--- src/rtl/normalized_quaternion_multiply_macros.svh ---
// Assertion macros for the quaternion multiply block.
`ifndef NORMALIZED_QUATERNION_MULTIPLY_MACROS_SVH
`define NORMALIZED_QUATERNION_MULTIPLY_MACROS_SVH
`ifndef SYNTHESIS
`define NQM_ASSERT(lbl, prop) \
	lbl: assert property (@(posedge clk) disable iff (!arst_n) (prop)) \
		else $error("nqm: assertion failed");
`define NQM_ASSERT_IMP(lbl, pre, post) \
	lbl: assert property (@(posedge clk) disable iff (!arst_n) (pre) |-> (post)) \
		else $error("nqm: implication failed");
`else
`define NQM_ASSERT(lbl, prop)
`define NQM_ASSERT_IMP(lbl, pre, post)
`endif
`endif

--- src/rtl/nqm_pkg.sv ---
package nqm_pkg;

	localparam int OUT_W      = 16;
	localparam int FRAC_SHIFT = 30;
	localparam int Q_W        = FRAC_SHIFT + 1;  // quotient bits of 2^30*H^2/M
	localparam int C_W        = 15;              // result magnitude search bits
	localparam int ODD_W      = C_W + 1;
	localparam int SQ_W       = 2 * ODD_W;

	localparam logic [OUT_W-1:0] UNIT_MAG = OUT_W'(16384);
	localparam logic signed [OUT_W-1:0] UNIT_POS = 16'sd16384;
	localparam logic signed [OUT_W-1:0] UNIT_NEG = -16'sd16384;

	// Hamilton product terms: q index, p index, subtract flag
	localparam logic [1:0] HAM_Q [4][4] = '{
		'{2'd0, 2'd1, 2'd2, 2'd3},
		'{2'd0, 2'd1, 2'd2, 2'd3},
		'{2'd0, 2'd2, 2'd1, 2'd3},
		'{2'd0, 2'd3, 2'd1, 2'd2}
	};
	localparam logic [1:0] HAM_P [4][4] = '{
		'{2'd0, 2'd1, 2'd2, 2'd3},
		'{2'd1, 2'd0, 2'd3, 2'd2},
		'{2'd2, 2'd0, 2'd3, 2'd1},
		'{2'd3, 2'd0, 2'd2, 2'd1}
	};
	localparam logic HAM_NEG [4][4] = '{
		'{1'b0, 1'b1, 1'b1, 1'b1},
		'{1'b0, 1'b0, 1'b0, 1'b1},
		'{1'b0, 1'b0, 1'b1, 1'b0},
		'{1'b0, 1'b0, 1'b0, 1'b1}
	};

	typedef struct packed {
		logic neg;
		logic zn;
	} lane_tag_t;

endpackage

--- src/rtl/nqm_sqrt.sv ---
module nqm_sqrt import nqm_pkg::*; (
	input  logic           clk,
	input  logic           arst_n,
	input  logic           en,
	input  logic           in_vld,
	input  logic [Q_W-1:0] t,
	input  lane_tag_t      in_tag,
	output logic           out_vld,
	output logic [C_W-1:0] mag,
	output lane_tag_t      out_tag
);

	// largest c with (2c-1)^2 <= t, one bit per stage from the top
	logic [C_W-1:0] mg_s  [C_W];
	logic [Q_W-1:0] t_s   [C_W];
	lane_tag_t      tag_s [C_W];
	logic [C_W-1:0] vld_s;

	for (genvar g = 0; g < C_W; g++) begin : g_stage
		logic [C_W-1:0]   mprev;
		logic [Q_W-1:0]   tprev;
		lane_tag_t        gprev;
		logic             vprev;
		logic [C_W-1:0]   cand;
		logic [ODD_W-1:0] odd;
		logic [SQ_W-1:0]  sq;

		if (g == 0) begin : g_first
			assign mprev = '0;
			assign tprev = t;
			assign gprev = in_tag;
			assign vprev = in_vld;
		end else begin : g_next
			assign mprev = mg_s[g-1];
			assign tprev = t_s[g-1];
			assign gprev = tag_s[g-1];
			assign vprev = vld_s[g-1];
		end

		assign cand = mprev | (C_W'(1) << (C_W - 1 - g));
		assign odd  = {cand, 1'b0} - ODD_W'(1);
		assign sq   = SQ_W'(odd) * SQ_W'(odd);

		always_ff @(posedge clk or negedge arst_n) begin
			if (!arst_n) begin
				vld_s[g] <= 1'b0;
			end else if (en) begin
				vld_s[g] <= vprev;
			end
		end

		always_ff @(posedge clk) begin
			if (en) begin
				mg_s[g]  <= (sq <= SQ_W'(tprev)) ? cand : mprev;
				t_s[g]   <= tprev;
				tag_s[g] <= gprev;
			end
		end
	end

	assign out_vld = vld_s[C_W-1];
	assign mag     = mg_s[C_W-1];
	assign out_tag = tag_s[C_W-1];

endmodule

--- config.mk ---
export PLATFORM = sky130hd
export DESIGN_NAME = nqm_sqrt
export DESIGN_NICKNAME = d
export VERILOG_FILES = /design/src/rtl/normalized_quaternion_multiply_macros.svh /design/src/rtl/nqm_pkg.sv /design/src/rtl/nqm_sqrt.sv
export SDC_FILE = /design/constraint.sdc
export NUM_CORES = 2
export LEC_CHECK = 0
export BUFFER_PORTS_ARGS = -buffer_cell sky130_fd_sc_hd__buf_2
export CORE_ASPECT_RATIO = 1.5
export CORE_MARGIN = 10
export CORE_UTILIZATION = 55
export CTS_BUF_LIST = sky130_fd_sc_hd__clkbuf_4
export DETAILED_ROUTE_END_ITERATION = 10
export GPL_ROUTABILITY_DRIVEN = 0
export PLACE_DENSITY = 0.76
export SLEW_MARGIN = 15
export SYNTH_ARGS = -nofsm -noshare
export SYNTH_HDL_FRONTEND = slang
export SYNTH_SLANG_ARGS = --single-unit
--- constraint.sdc ---
create_clock -name clk -period 7.15 [get_ports clk]
set_input_delay 1.0725 -clock clk [delete_from_list [all_inputs] [get_ports clk]]
set_output_delay 1.0725 -clock clk [all_outputs]
set_load 0.02 [all_outputs]
==> flow_metrics.py <==
metrics = {
    "run_status": {
        "status": "finished with violations",
        "violations": "setup timing",
    },
    "global_routing": {
        "grt_max_degree": 181,
        "grt_overflow": 0,
        "grt_pass1_wl_mm": 348,
        "grt_pass1_vias": 68535,
        "antenna_found_initial": 6,
        "grt_usage": 0.267,
    },
    "timing": {
        "timing.final.crit_share": 1.06,
        "rsz0062_at_grt": "yes",
        "tightest_slew_ps": 1130,
        "slew_headroom": 0.244,
        "period_minus_slack_ps": 7580,
        "fin_skew_ps": 99.6,
        "max_freq_mhz": 132,
        "maxSlewViolCount": 0,
        "finalHoldViolCount": 0,
        "setup_viol": 8,
        "holdWs_ps": 97.1,
        "finalWorstSetupSlack_ps": -434,
    },
    "clocking": {
        "cts_buffer_depth": 3,
        "numCtsBuffers": 159,
        "insertion_delay_ps": 1220,
        "htree_levels": 4,
        "cts_tree": "done",
        "cts.root.buffer_cell": "clkbuf_4",
        "clock-sinks": 599,
        "clk_pin_slew_ps": 90,
    },
    "cells_and_area": {
        "final_cells": 11150,
        "final_util": 0.655,
        "fillers": 10675,
        "fin_nets": 11744,
        "layout-drive-gt1-share": 0.206,
        "area_growth_pct": 18.4,
    },
    "critical_path": {
        "worstPathRequired_ps": 8120,
        "crit_buf_inv": 8,
        "path_class": "reg2reg",
        "end_kind": "flip-flop",
        "cp_slowest_cell": "fa_1",
        "cp-start-kind": "flip-flop",
        "rrSetupSlack_ps": -430,
        "cp_common_cell": "fa_1",
        "critPathArrivalTime_ps": 8560,
        "cp_max_fo": 5,
        "cp_slowest_stage_delay_ps": 610,
        "cp_top_family": "adder cells",
    },
    "drt": {
        "drcViolationCount": 0,
        "drt-pass1-iter-count": 9,
        "drtIter0Drc": 3471,
        "detail_route.wl_per_cell_um": 20.2,
        "routed_wl_mm": 225,
        "num_vias": 61436,
        "vias_per_cell": 5.51,
        "ant_nets": 0,
    },
    "logic_synthesis": {
        "ys_types": 78,
        "synth_common_cells": "inv_1, ha_1, fa_1, edfxtp_1, nor2_1",
        "synth_area_leaders": "fa_1, ha_1, edfxtp_1",
        "ys_seq_elements": 599,
        "yosys_warnings": 0,
        "syn_avg_cell_area_um2": 10.5,
        "synth_ff_type": "edfxtp_1",
        "async_flop_share": 0.0250,
        "synth_area_leader_cell": "fa_1",
        "yosysSeqAreaShare": 0.216,
        "syn_inst": 7887,
        "syn-cell-area_um2": 83000,
        "synth-edff-count": 584,
        "synth.most_common_cell": "inv_1",
        "synth_top_cell_area_share": 0.282,
    },
    "place": {
        "place_hpwl_mm": 183,
        "dp_cells": 10700,
        "numPortBuffers": 54,
    },
    "flow_run": {
        "drv_cap": 0,
    },
    "hold_path": {
        "worstHoldPathType": "in2reg",
    },
    "die": {
        "die_h_um": 496,
        "dieArea_um2": 167000,
        "initial_core_util": 0.553,
        "rows": 174,
        "core_um2": 150000,
        "die_w_um": 337,
        "boundaryPins": 55,
    },
}
area by class of cell:
| class | count | area, um^2 | area share |
|---|---|---|---|
| Clock buffer | 201 | 1510 | 0.0154 |
| Timing Repair Buffer | 1091 | 8480 | 0.0863 |
| Antenna cell | 7 | 17.5 | 0.000178 |
| Clock inverter | 73 | 648 | 0.00660 |
| Tap cell | 1936 | 2420 | 0.0247 |
| Sequential cell | 599 | 17900 | 0.182 |
| Multi-Input combinational cell | 5156 | 59400 | 0.604 |
| Inverter | 2087 | 7880 | 0.0802 |
final timing paths:
| check | to | from | cells past startpoint |
|---|---|---|---|
| min in group asynchronous | g_stage[9].vprev$_DFFE_PN0P_ | arst_n | 2 |
| worst max register to register | mg_s[12][2]$_DFFE_PP_ | mg_s[11][3]$_DFFE_PP_ | 31 |
| worst max-delay path | mg_s[12][2]$_DFFE_PP_ | mg_s[11][3]$_DFFE_PP_ | 31 |
| worst min-delay path | t_s[0][20]$_DFFE_PP_ | t[20] | 1 |
| max in group asynchronous | g_stage[13].vprev$_DFFE_PN0P_ | arst_n | 2 |
| worst min register to register | t_s[2][6]$_DFFE_PP_ | t_s[1][6]$_DFFE_PP_ | 0 |
per-stage QoR:
step / setup TNS (ps) / area [um^2] / worst slack, ps
after detailed placement: -3240 / 92300 / -585
after floorplan: -104 / 83300 / -58.3
final: -1250 / 98200 / -434
after global placement: -2150 / 92300 / -581
after CTS: -1010 / 96200 / -405
after global routing: -3900 / 98200 / -705
cells in the final DEF (no fill, tap or decap), drive strengths merged, types with 21 or more instances in the layout:
| cell | instances |
|---|---|
| a211oi | 29 |
| nand2b | 46 |
| a21o | 197 |
| o21a | 52 |
| o21ai | 164 |
| a21boi | 21 |
| ha | 1445 |
| nand2 | 298 |
| a31oi | 28 |
| xnor2 | 279 |
| xor2 | 112 |
| mux2 | 31 |
| nand3 | 46 |
| edfxtp | 584 |
| and3 | 27 |
| nand4 | 74 |
| and2 | 53 |
| nor3 | 43 |
| nor4 | 23 |
| or2 | 29 |
| nor2b | 65 |
| inv | 2087 |
| nor2 | 371 |
| fa | 1168 |
| buf | 1087 |
| clkinv | 62 |
| a21oi | 295 |
| o211ai | 23 |
| clkbuf | 201 |
| o21bai | 36 |
worst reg2reg max path: cells and delay by family (launching register included):
| kind | cells | cell delay (ps) |
|---|---|---|
| AND/OR/NAND/NOR | 6 | 730 |
| buffers and inverters | 8 | 970 |
| AO/OA/AOI/OAI | 8 | 1510 |
| XOR/XNOR | 1 | 100 |
| flip-flops | 1 | 500 |
| adder cells (fa/ha/maj) | 8 | 3560 |
registers in the layout, summed over array words and instances (netlist names):
signal	cells
out_vld	1
g_stage.vprev	14
tag_s	30
mg_s	120
t_s	434
cell families (layout without fill, tap and decap cells):
group | after synthesis | count (layout) | synth area share
simple gates | 1141 | 1141 | 0.0659
xor+xnor | 391 | 391 | 0.0413
mux | 42 | 42 | 0.00553
compound gates | 961 | 961 | 0.0750
flops | 599 | 599 | 0.216
other cells | 2 | 15 | 0.0000905
fa+ha+maj | 2613 | 2613 | 0.500
buf+inv | 2138 | 3452 | 0.0967
per-layer routing:
layer	up-vias	wire length, um	GRT usage
met1	30417	72500	0.256
met3	1062	10200	0.0387
met4	8	22400	0.226
met5	-	53	0
li1	27800	-	-
met2	2149	120000	0.495
what timing repair did:
item	in CTS	in global routing
endpoints found under the setup margin	11	12
pin swaps	236	340
setup buffers	82	87
hold buffers	4	0
resized for setup	238	349
endpoints found under the hold margin	18	0
Power is left out: the tool's default activity adds up to more than one toggle a clock period on the data nets, which glitch-free logic cannot reach.
